`src/rtl/padcd_pkg.sv`:
```
package padcd_pkg;

    // Default sample width of one channel.
    localparam int SAMPLE_BITS_DEF = 8;

    // Configuration register widths.
    localparam int MODE_W  = 2;
    localparam int COUNT_W = 3;
    localparam int CFG_DATA_W = 3;
    localparam int CFG_INDEX_W = 2;

    // Configuration register indexes.
    localparam logic [CFG_INDEX_W-1:0] REG_COLOR_MODE     = 2'd0;
    localparam logic [CFG_INDEX_W-1:0] REG_DISCARD_ENABLE = 2'd1;
    localparam logic [CFG_INDEX_W-1:0] REG_CHANNEL_COUNT  = 2'd2;

    // Color mode codes. Any other code passes samples through.
    localparam logic [MODE_W-1:0] MODE_PASS      = 2'd0;
    localparam logic [MODE_W-1:0] MODE_YCOCG     = 2'd1;
    localparam logic [MODE_W-1:0] MODE_SUB_GREEN = 2'd2;

    // Reset value of the channel count and the largest meaningful count.
    localparam logic [COUNT_W-1:0] COUNT_RESET = 3'd4;
    localparam logic [COUNT_W-1:0] COUNT_MAX   = 3'd4;

    typedef struct packed {
        logic [MODE_W-1:0]  color_mode;
        logic               discard_enable;
        logic [COUNT_W-1:0] channel_count;
    } t_cfg;

endpackage

```
`src/rtl/pixel_alpha_discard_color_decorrelate.sv`:
```
// Pixel alpha discard and color decorrelation. Each input transaction carries one pixel of
// up to four unsigned samples; each output transaction carries one pixel of four planes:
// plane 0 and plane 3 unsigned, planes 1 and 2 signed and one bit wider than a sample.
// If discard is enabled and the pixel's alpha (channel 1 for two channels, channel 3 for
// four) is zero, the color channels below alpha are zeroed. For three or more channels,
// color mode 1 applies the reversible YCoCg-R lifting transform (Y, Co, Cg) and mode 2
// the subtract-green transform (G, R-G, B-G); other modes pass samples through. Channels
// at or beyond the channel count come out as zero, and a count above four acts as four.
// The block takes one pixel every clock cycle while it does not stall. An accepted
// pixel lands in an input register, crosses the transform logic, and is held in a
// result register until the downstream side takes it. The input side stalls
// only when both registers are full and the output is stalled. Configuration registers
// are written through a simple write port and must only change while the block is idle.
module pixel_alpha_discard_color_decorrelate #(
    parameter int SAMPLE_BITS = padcd_pkg::SAMPLE_BITS_DEF
) (
    input  logic                                 i_clk,
    input  logic                                 i_rst_n,

    input  logic                                 i_cfg_we,
    input  logic [padcd_pkg::CFG_INDEX_W-1:0]    i_cfg_index,
    input  logic [padcd_pkg::CFG_DATA_W-1:0]     i_cfg_data,

    input  logic                                 i_valid,
    output logic                                 o_stall,
    input  logic [SAMPLE_BITS-1:0]               i_chan_zero,
    input  logic [SAMPLE_BITS-1:0]               i_chan_one,
    input  logic [SAMPLE_BITS-1:0]               i_chan_two,
    input  logic [SAMPLE_BITS-1:0]               i_chan_three,

    output logic                                 o_valid,
    input  logic                                 i_stall,
    output logic [SAMPLE_BITS-1:0]               o_out_zero,
    output logic signed [SAMPLE_BITS:0]          o_out_one,
    output logic signed [SAMPLE_BITS:0]          o_out_two,
    output logic [SAMPLE_BITS-1:0]               o_out_three
);

    // Configuration registers.
    padcd_pkg::t_cfg r_cfg;

    // Input register stage.
    logic                   r_in_valid;
    logic [SAMPLE_BITS-1:0] r_in_zero, r_in_one, r_in_two, r_in_three;

    // Result register stage.
    logic                   r_out_valid;
    logic [SAMPLE_BITS-1:0] r_out_zero, r_out_three;
    logic signed [SAMPLE_BITS:0] r_out_one, r_out_two;

    // Transform results for the pixel in the input register.
    logic [SAMPLE_BITS-1:0]      n_out_zero, n_out_three;
    logic signed [SAMPLE_BITS:0] n_out_one, n_out_two;

    logic out_load;
    logic in_load;

    // The result register can take a new pixel when it is empty or its pixel leaves now.
    assign out_load = !r_out_valid || !i_stall;
    // The input register can take a new pixel when it is empty or its pixel moves on.
    assign in_load  = !r_in_valid || out_load;
    assign o_stall  = !in_load;

    always_ff @(posedge i_clk) begin
        if (!i_rst_n) begin
            r_cfg.color_mode     <= padcd_pkg::MODE_PASS;
            r_cfg.discard_enable <= 1'b0;
            r_cfg.channel_count  <= padcd_pkg::COUNT_RESET;
        end else if (i_cfg_we) begin
            case (i_cfg_index)
                padcd_pkg::REG_COLOR_MODE:
                    r_cfg.color_mode <= i_cfg_data[padcd_pkg::MODE_W-1:0];
                padcd_pkg::REG_DISCARD_ENABLE:
                    r_cfg.discard_enable <= i_cfg_data[0];
                padcd_pkg::REG_CHANNEL_COUNT:
                    r_cfg.channel_count <= i_cfg_data[padcd_pkg::COUNT_W-1:0];
                default: begin
                end
            endcase
        end
    end

    always_ff @(posedge i_clk) begin
        if (!i_rst_n) begin
            r_in_valid <= 1'b0;
        end else if (in_load) begin
            r_in_valid <= i_valid;
        end
    end

    always_ff @(posedge i_clk) begin
        if (in_load && i_valid) begin
            r_in_zero  <= i_chan_zero;
            r_in_one   <= i_chan_one;
            r_in_two   <= i_chan_two;
            r_in_three <= i_chan_three;
        end
    end

    padcd_xform #(
        .SAMPLE_BITS (SAMPLE_BITS)
    ) u_xform (
        .i_cfg        (r_cfg),
        .i_chan_zero  (r_in_zero),
        .i_chan_one   (r_in_one),
        .i_chan_two   (r_in_two),
        .i_chan_three (r_in_three),
        .o_out_zero   (n_out_zero),
        .o_out_one    (n_out_one),
        .o_out_two    (n_out_two),
        .o_out_three  (n_out_three)
    );

    always_ff @(posedge i_clk) begin
        if (!i_rst_n) begin
            r_out_valid <= 1'b0;
        end else if (out_load) begin
            r_out_valid <= r_in_valid;
        end
    end

    always_ff @(posedge i_clk) begin
        if (out_load && r_in_valid) begin
            r_out_zero  <= n_out_zero;
            r_out_one   <= n_out_one;
            r_out_two   <= n_out_two;
            r_out_three <= n_out_three;
        end
    end

    assign o_valid     = r_out_valid;
    assign o_out_zero  = r_out_zero;
    assign o_out_one   = r_out_one;
    assign o_out_two   = r_out_two;
    assign o_out_three = r_out_three;

endmodule

```
`src/rtl/padcd_xform.sv`:
```
module padcd_xform #(
    parameter int SAMPLE_BITS = padcd_pkg::SAMPLE_BITS_DEF
) (
    input  padcd_pkg::t_cfg               i_cfg,
    input  logic [SAMPLE_BITS-1:0]        i_chan_zero,
    input  logic [SAMPLE_BITS-1:0]        i_chan_one,
    input  logic [SAMPLE_BITS-1:0]        i_chan_two,
    input  logic [SAMPLE_BITS-1:0]        i_chan_three,
    output logic [SAMPLE_BITS-1:0]        o_out_zero,
    output logic signed [SAMPLE_BITS:0]   o_out_one,
    output logic signed [SAMPLE_BITS:0]   o_out_two,
    output logic [SAMPLE_BITS-1:0]        o_out_three
);

    localparam int W  = SAMPLE_BITS;
    localparam int DW = SAMPLE_BITS + 2;

    logic [padcd_pkg::COUNT_W-1:0] n;
    logic [W-1:0]  c0, c1, c2, c3;
    logic          has_alpha;
    logic          alpha_zero;
    logic          do_xform;
    logic signed [DW-1:0] r, g, b;
    logic signed [DW-1:0] co, co_half, temp, cg, cg_half, y;
    logic signed [DW-1:0] rg, bg;

    always_comb begin
        n = (i_cfg.channel_count > padcd_pkg::COUNT_MAX) ? padcd_pkg::COUNT_MAX
                                                         : i_cfg.channel_count;

        // Channels at or beyond the count read as zero.
        c0 = (n > 3'd0) ? i_chan_zero  : '0;
        c1 = (n > 3'd1) ? i_chan_one   : '0;
        c2 = (n > 3'd2) ? i_chan_two   : '0;
        c3 = (n > 3'd3) ? i_chan_three : '0;

        // Alpha sits in channel 1 for two channels and channel 3 for four.
        has_alpha  = (n == 3'd2) || (n == 3'd4);
        alpha_zero = (n == 3'd2) ? (c1 == '0) : (c3 == '0);
        if (i_cfg.discard_enable && has_alpha && alpha_zero) begin
            c0 = '0;
            if (n == 3'd4) begin
                c1 = '0;
                c2 = '0;
            end
        end

        r = $signed({2'b00, c0});
        g = $signed({2'b00, c1});
        b = $signed({2'b00, c2});

        // Lifting steps; a halving adds the sign bit first so it truncates toward zero.
        co      = r - b;
        co_half = $signed(co + {{(DW-1){1'b0}}, co[DW-1]}) >>> 1;
        temp    = b + co_half;
        cg      = g - temp;
        cg_half = $signed(cg + {{(DW-1){1'b0}}, cg[DW-1]}) >>> 1;
        y       = temp + cg_half;

        rg = r - g;
        bg = b - g;

        do_xform = (n >= 3'd3);

        o_out_zero  = c0;
        o_out_one   = $signed({1'b0, c1});
        o_out_two   = $signed({1'b0, c2});
        o_out_three = c3;
        if (do_xform) begin
            case (i_cfg.color_mode)
                padcd_pkg::MODE_YCOCG: begin
                    o_out_zero = y[W-1:0];
                    o_out_one  = co[W:0];
                    o_out_two  = cg[W:0];
                end
                padcd_pkg::MODE_SUB_GREEN: begin
                    o_out_zero = c1;
                    o_out_one  = rg[W:0];
                    o_out_two  = bg[W:0];
                end
                default: begin
                    o_out_zero = c0;
                end
            endcase
        end
    end

endmodule
```
`config.mk`:
```
export PLATFORM = sky130hd
export DESIGN_NAME = pixel_alpha_discard_color_decorrelate
export DESIGN_NICKNAME = d
export VERILOG_FILES = /design/src/rtl/padcd_pkg.sv /design/src/rtl/pixel_alpha_discard_color_decorrelate.sv /design/src/rtl/padcd_xform.sv
export SDC_FILE = /design/constraint.sdc
export NUM_CORES = 1
export LEC_CHECK = 0
export BUFFER_PORTS_ARGS = -buffer_cell sky130_fd_sc_hd__clkbuf_2
export CAP_MARGIN = 20
export CORE_MARGIN = 2
export CORE_UTILIZATION = 57
export DETAILED_ROUTE_END_ITERATION = 10
export GPL_TIMING_DRIVEN = 0
export PLACE_DENSITY_LB_ADDON = 0.08
export RECOVER_POWER = 50
export SKIP_CTS_REPAIR_TIMING = 1
export SYNTH_ARGS = -nofsm -noshare
export SYNTH_HDL_FRONTEND = slang
export SYNTH_SLANG_ARGS = --single-unit
export TNS_END_PERCENT = 1
```
`constraint.sdc`:
```
create_clock -name i_clk -period 11.7 [get_ports i_clk]
set_input_delay 0 -clock i_clk [delete_from_list [all_inputs] [get_ports i_clk]]
set_output_delay 0 -clock i_clk [all_outputs]
set_load 0.03 [all_outputs]
```
; ---- After elaboration in Yosys (flattened, before gate mapping)
; Index checks and enable logic that the tools add are counted.
[totals]
in_bits = 42
elab_cells = 69
reg_bits = 74
out_inout_bits = 36
[op_classes]
magnitude_cmp = 6
n_mux = 17
n_reduce_logical = 17
add_sub_neg = 8
n_eq_ne = 6
[ops]
columns = cell, n
row1 = $mux 8, 12
row2 = $pmux 9 s2, 2
row3 = $sub 8x8->9, 3
row4 = $logic_not 8->1, 2
row5 = $pmux 8 s2, 1
row6 = $add 10x1->10, 1
row7 = $add 9x9->10, 1
row8 = $sub 9x10->10, 1
row9 = $add 9x1->9, 1
row10 = $add 8x8->8, 1
row11 = $gt 3x1->1 const B, 2
row12 = $gt 3x2->1 const B, 2
row13 = $reduce_and 2->1, 3
row14 = $eq 2x1->1 const B, 2
row15 = $eq 2x2->1 const B, 2
row16 = $logic_and 1x1->1, 4
row17 = $logic_not 1->1, 4
row18 = $eq 3x2->1 const B, 1
row19 = $eq 3x3->1 const B, 1
row20 = $ge 3x2->1 const B, 1
row21 = $gt 3x3->1 const B, 1
row22 = $logic_or 1x1->1, 3
row23 = $mux 3, 1
row24 = $logic_not 2->1, 1
row25 = $mux 1, 1

; ---- Longest topological paths before layout
[depth]
depth_word = 16
ltp_mapped = 43
depth_no_buf = 42

; ---- Cells and area by module
; Synthesis repeated with hierarchy kept, for this count alone.
[unflattened]
cells_unflattened = 515
hier_area_um2 = 5262.5
[by_module_without_submodules]
columns = module, area_each_um2, seq_area_each_um2, n_inst, cells_per_inst
row1 = padcd_xform, 2940.3, 0.0, 1, 416
row2 = pixel_alpha_discard_color_decorrelate, 2322.2, 2142.1, 1, 99

; ---- Worst setup path before layout
; Ideal clock, no wire load.
[synth_timing]
kind = register -> register
start = register r_cfg[2] (netlist bit)
end = register r_out_zero[7], in the netlist o_out_zero[7], data pin
setup_ns = 0.165
path_buffers = 1
period_less_slack_ns = 8.222
stages_incl_launch_ff = 44
arrival_ns = 8.057
slack_ns = 3.478
path_cell_list = dfxtp_1 clkbuf_1 nor4b_1 nand3_1 a21boi_0 mux2i_1 nand2_1 inv_1 ha_1 inv_1 fa_1 a211oi_1 o31ai_1 a221o_2 nor2_1 ha_1 xor2_1 inv_1 (+8 left out) a21oi_1 nand2_1 o211ai_1 a2111oi_0 a221o_1 mux2i_1 nor2_1 ha_1 xor2_1 ha_1 a21o_1 a211oi_1 o21bai_1 a21o_1 a21oi_1 xor2_1 xnor3_1 o31ai_2
[synth_between]
elab_chain_len = 16
word_cells_on_any_way = 32
cone_classes = 6 x add/sub / 6 x order compare / 2 x eq/ne / 13 x mux / 5 x reduce/logical
[synth_lines]
columns = item, line
row1 = "start, declared", pixel_alpha_discard_color_decorrelate.sv:40  ; padcd_pkg::t_cfg r_cfg;
row2 = $gt 3x3->1, padcd_xform.sv:28  ; n = (i_cfg.channel_count > padcd_pkg::COUNT_MAX) ? padcd_pkg::COUNT_MAX
row3 = $mux 3 (*), padcd_xform.sv:28
row4 = $gt 3x2->1 or $gt 3x1->1 (tied branches), "padcd_xform.sv:35, padcd_xform.sv:33"
row5 = $mux 8 (on tied branches), "padcd_xform.sv:35, padcd_xform.sv:33"
row6 = $logic_not 8->1, padcd_xform.sv:39  ; alpha_zero = (n == 3'd2) ? (c1 == '0) : (c3 == '0);
row7 = $mux 1, padcd_xform.sv:39
row8 = $logic_and 1x1->1, padcd_xform.sv:40  ; if (i_cfg.discard_enable && has_alpha && alpha_zero) begin
row9 = $mux 8, padcd_xform.sv:40
row10 = $sub 8x8->9, padcd_xform.sv:53  ; co = r - b;
row11 = $add 10x1->10, padcd_xform.sv:54  ; co_half = $signed(co + {{(DW-1){1'b0}}, co[DW-1]}) >>> 1;
row12 = $add 9x9->10, padcd_xform.sv:55  ; temp = b + co_half;
row13 = $sub 9x10->10, padcd_xform.sv:56  ; cg = g - temp;
row14 = $add 9x1->9, padcd_xform.sv:57  ; cg_half = $signed(cg + {{(DW-1){1'b0}}, cg[DW-1]}) >>> 1;
row15 = $add 8x8->8, padcd_xform.sv:58  ; y = temp + cg_half;
row16 = $pmux 8 s2, padcd_xform.sv:70  ; case (i_cfg.color_mode)
row17 = $mux 8 (*), padcd_xform.sv:69  ; if (do_xform) begin
row18 = via n_out_zero[7], pixel_alpha_discard_color_decorrelate.sv:52  ; logic [SAMPLE_BITS-1:0] n_out_zero, n_out_three;
row19 = "end signal, assigned", pixel_alpha_discard_color_decorrelate.sv:124  ; r_out_zero <= n_out_zero;
row20 = "end, declared", pixel_alpha_discard_color_decorrelate.sv:48  ; logic [SAMPLE_BITS-1:0] r_out_zero, r_out_three;
; The timed path passes the listed nets; every way through them passes the cells marked *.
; A chain may end at the register's enable or synchronous reset.

; ---- Worst setup path after layout
; Same ends and word-level chain as after synthesis.

==> metrics.txt <==
status complete, but fails checks; violations in the final reports max-capacitance violations, max-slew violations; sequential fraction of the synthesis area between 30% and 40%; sequential share of power 20.9%; final WL approximately 15000 µm; multi-input logic area between 0.003 and 0.004 mm²; Post-synth EDFFs 66; drt first pass iters 5; leakage power between 2 and 3 nW; setup TNS 0 ps; GR Overflow Total 0; fmax just under 100 MHz; die area 0.0103 mm²; max incr delay on CP 750 ps; critical path arrival 10310 ps; final antenna-violating net count 0; average size of a mapped cell 9.99 µm²; first-pass GRT wire length 21700 µm; FFs w/ async S/R, synth 0%; vias in the first global route 4346; crit end category flip-flop; CTS tree done; RSZ-0062 raised after global routing no; Sw Pwr 676 µW; antenna violations before repair 0; Worst-path clk slew ~90 ps; Max-cap violations 1; YS warnings 0; combinational share of power 64.6%; vias per cell 5.70; CTS max path bufs 2; Final Util 71.2%; CTS buffer count 9; Post-route DRC 0; worst vdd ir 214 µV; area leader, netlist edfxtp_1; initial cell density of the core 58.7%; critical path class flip-flop to flip-flop; largest net degree at the start of global routing 33; worst slew pin tran 2130 ps; Tot GR Track Use 28.0%; CP startpoint kind flip-flop; layout cell share with drive strength beyond 1 roughly 11%; Power Density 227 mW/mm²; die height 102 µm; syn nets 643; diode count 0; Crit path top cell by count ha_1; hpwl dp 11000 µm; die width between 100 and 150 µm; core area 0.00924 mm²; worst path required time 11870 ps; clock latency at the later pin of the worst-skew pair 370 ps; Gate Count Post-Synth between 500 and 600; Placer Congestion 0.961; fin crit period 10140 ps; final setup skew 24.8 ps; Sw Share 45.3%; CP max stage cell mux2i_1; DR iter-0 viols 288; area delta synth->final 21.3%; Clock Power Share 14.5%; Layout Nets 773; Core Rows 35; Distinct cells, synth 72; Sink Count 74; Root Buffer clkbuf_8; Fill cells ~710; Slew Limit Fails 13; Synth area leaders edfxtp_1 (37%), ha_1 (12%), a21oi_1 (3.7%); vias post-DR 4598; Yosys top cell area share 36.5%; # IOs 78; Hold WC Path Type primary input to flip-flop; Critical path buffers and inverters 5; setup violators final 0; flop and latch count out of synthesis 74; Mapped Area 0.00542 mm²; Register Area between 0.002 and 0.0025 mm²; # port buffers 77; max_slew headroom -43.0%; period utilization 86.7%; CTS H-tree lvls 3; final number of hold-violating endpoints 0; top_reg_cell synth edfxtp_1; family with the most delay on the worst path compound AO/OA/AOI/OAI gates; Pint 816 µW; DR WL/cell 18.8 µm; peak fanout along the critical path 8
## final timing paths
check | from | slack [ps] | to | cells past startpoint
worst min register to register | r_in_valid | 520 | o_valid | 2
worst max-delay path | r_cfg[2] | 1560 | o_out_zero[7] | 43
worst min-delay path | i_cfg_index[1] | 40 | r_cfg[3] | 4
worst max register to register | r_cfg[2] | 1560 | o_out_zero[7] | 43
## flip-flops by register name, summed over array words and instances (netlist names)
name,flops
o_valid,1
r_in_three,8
o_out_three,8
r_in_valid,1
o_out_one,9
r_in_zero,8
o_out_zero,8
r_in_one,8
r_cfg,6
r_in_two,8
o_out_two,9
## metal layers
layer	vias to the layer above	part of all wire, %	GRT usage [%]
li1	2237	-	-
met1	2159	43	37.8
met2	165	48	45.0
met3	37	5.7	4.83
met4	0	3.3	10.7
met5	-	0	0
## worst register-to-register path: cells and delay by family, from the launching register on
family	cells	cell delay [ps]
AND/OR/NAND/NOR	8	1000
multiplexers	2	1060
adder cells (fa/ha/maj)	7	2090
XOR/XNOR	5	1340
buffers and inverters	5	660
AO/OA/AOI/OAI	16	3470
flip-flops	1	310
## cells in the mapped netlist (all sizes together) (3+ instances only)
master and count:
a211oi 4, a21boi 6, a21o 9, a21oi 41, a221oi 6, a22oi 5
a32oi 3, and2 24, and3 3, clkbuf 12, dfxtp 8, edfxtp 66
fa 6, ha 52, inv 42, mux2i 6, nand2 35, nand2b 9
nand3 9, nand3b 4, nand4 3, nor2 44, nor2b 13, nor3 10
o211ai 6, o21a 7, o21ai 24, o22ai 4, or2 3, or3 3
xnor2 22, xor2 19
## logic make-up (layout without fill, tap and decap cells)
family          count (synthesis)  after routing  share of synthesized area [%]
simple gates                  173            173                           16.9
compound gates                135            135                           17.3
flops                          74             74                           39.5
fa+ha+maj                      58             58                           14.2
buf+inv                        55            190                           3.81
xor+xnor                       42             42                           7.17
mux                             6              6                           1.11
## cell type report
class                           instances  share of cell area, %
Multi-Input combinational cell        414                   46.9
Sequential cell                        74                   32.6
Timing Repair Buffer                  119                   11.8
Tap cell                              129                   2.45
Inverter                               42                   2.40
Clock buffer                            9                   1.88
Clock inverter                          7                   1.26
Buffer                                 13                  0.742
## placed cells by master, fill, tap and decap left out, types with 4 or more instances in the layout
| cell | netlist | routed |
|---|---|---|
| nor2_1 | 43 | 43 |
| a21oi_1 | 40 | 40 |
| o21a_1 | 7 | 7 |
| xnor2_1 | 21 | 21 |
| nand3b_1 | 4 | 4 |
| a221oi_1 | 6 | 6 |
| clkbuf_1 | 12 | 48 |
| nor2b_1 | 13 | 12 |
| fa_1 | 6 | 6 |
| nand2_1 | 35 | 35 |
| nand2b_1 | 8 | 8 |
| and2_1 | 24 | 23 |
| mux2i_1 | 6 | 6 |
| a211oi_1 | 4 | 4 |
| dfxtp_1 | 8 | 8 |
| edfxtp_1 | 66 | 66 |
| nand3_1 | 9 | 9 |
| clkbuf_8 | 0 | 9 |
| xor2_1 | 19 | 19 |
| o211ai_1 | 6 | 6 |
| nor3_1 | 9 | 9 |
| a22oi_1 | 5 | 5 |
| inv_1 | 41 | 41 |
| a21boi_0 | 6 | 6 |
| o22ai_1 | 4 | 4 |
| clkbuf_2 | 0 | 41 |
| ha_1 | 52 | 52 |
| dlygate4sd3_1 | 0 | 41 |
| o21ai_0 | 22 | 22 |
| a21o_1 | 8 | 8 |
## through the flow
stage / instances / power (mW) / worst slack (ps) / hold slack, ps / instance area (µm²)
after global routing: 807 / 1.60 / 838 / 47.8 / 6580
after CTS: 766 / 1.48 / 1720 / -205 / 6220
final: 807 / 1.49 / 1560 / 41.2 / 6580
after floorplan: 543 / 1.03 / 3480 / 61.9 / 5420
after detailed placement: 750 / 1.26 / 1780 / 179 / 6020
after global placement: 749 / 1.24 / 1930 / 178 / 5970
## power groups by stage
stage               Sequential (mW)  Combinational, mW  Clock (mW)
finish                        0.312              0.964       0.217
global route                  0.313               1.05       0.229
CTS                           0.311              0.953       0.216
detailed placement            0.317              0.942           0
global placement              0.318              0.926           0
floorplan                     0.331              0.700           0
Power figures use the tool's default switching activity.
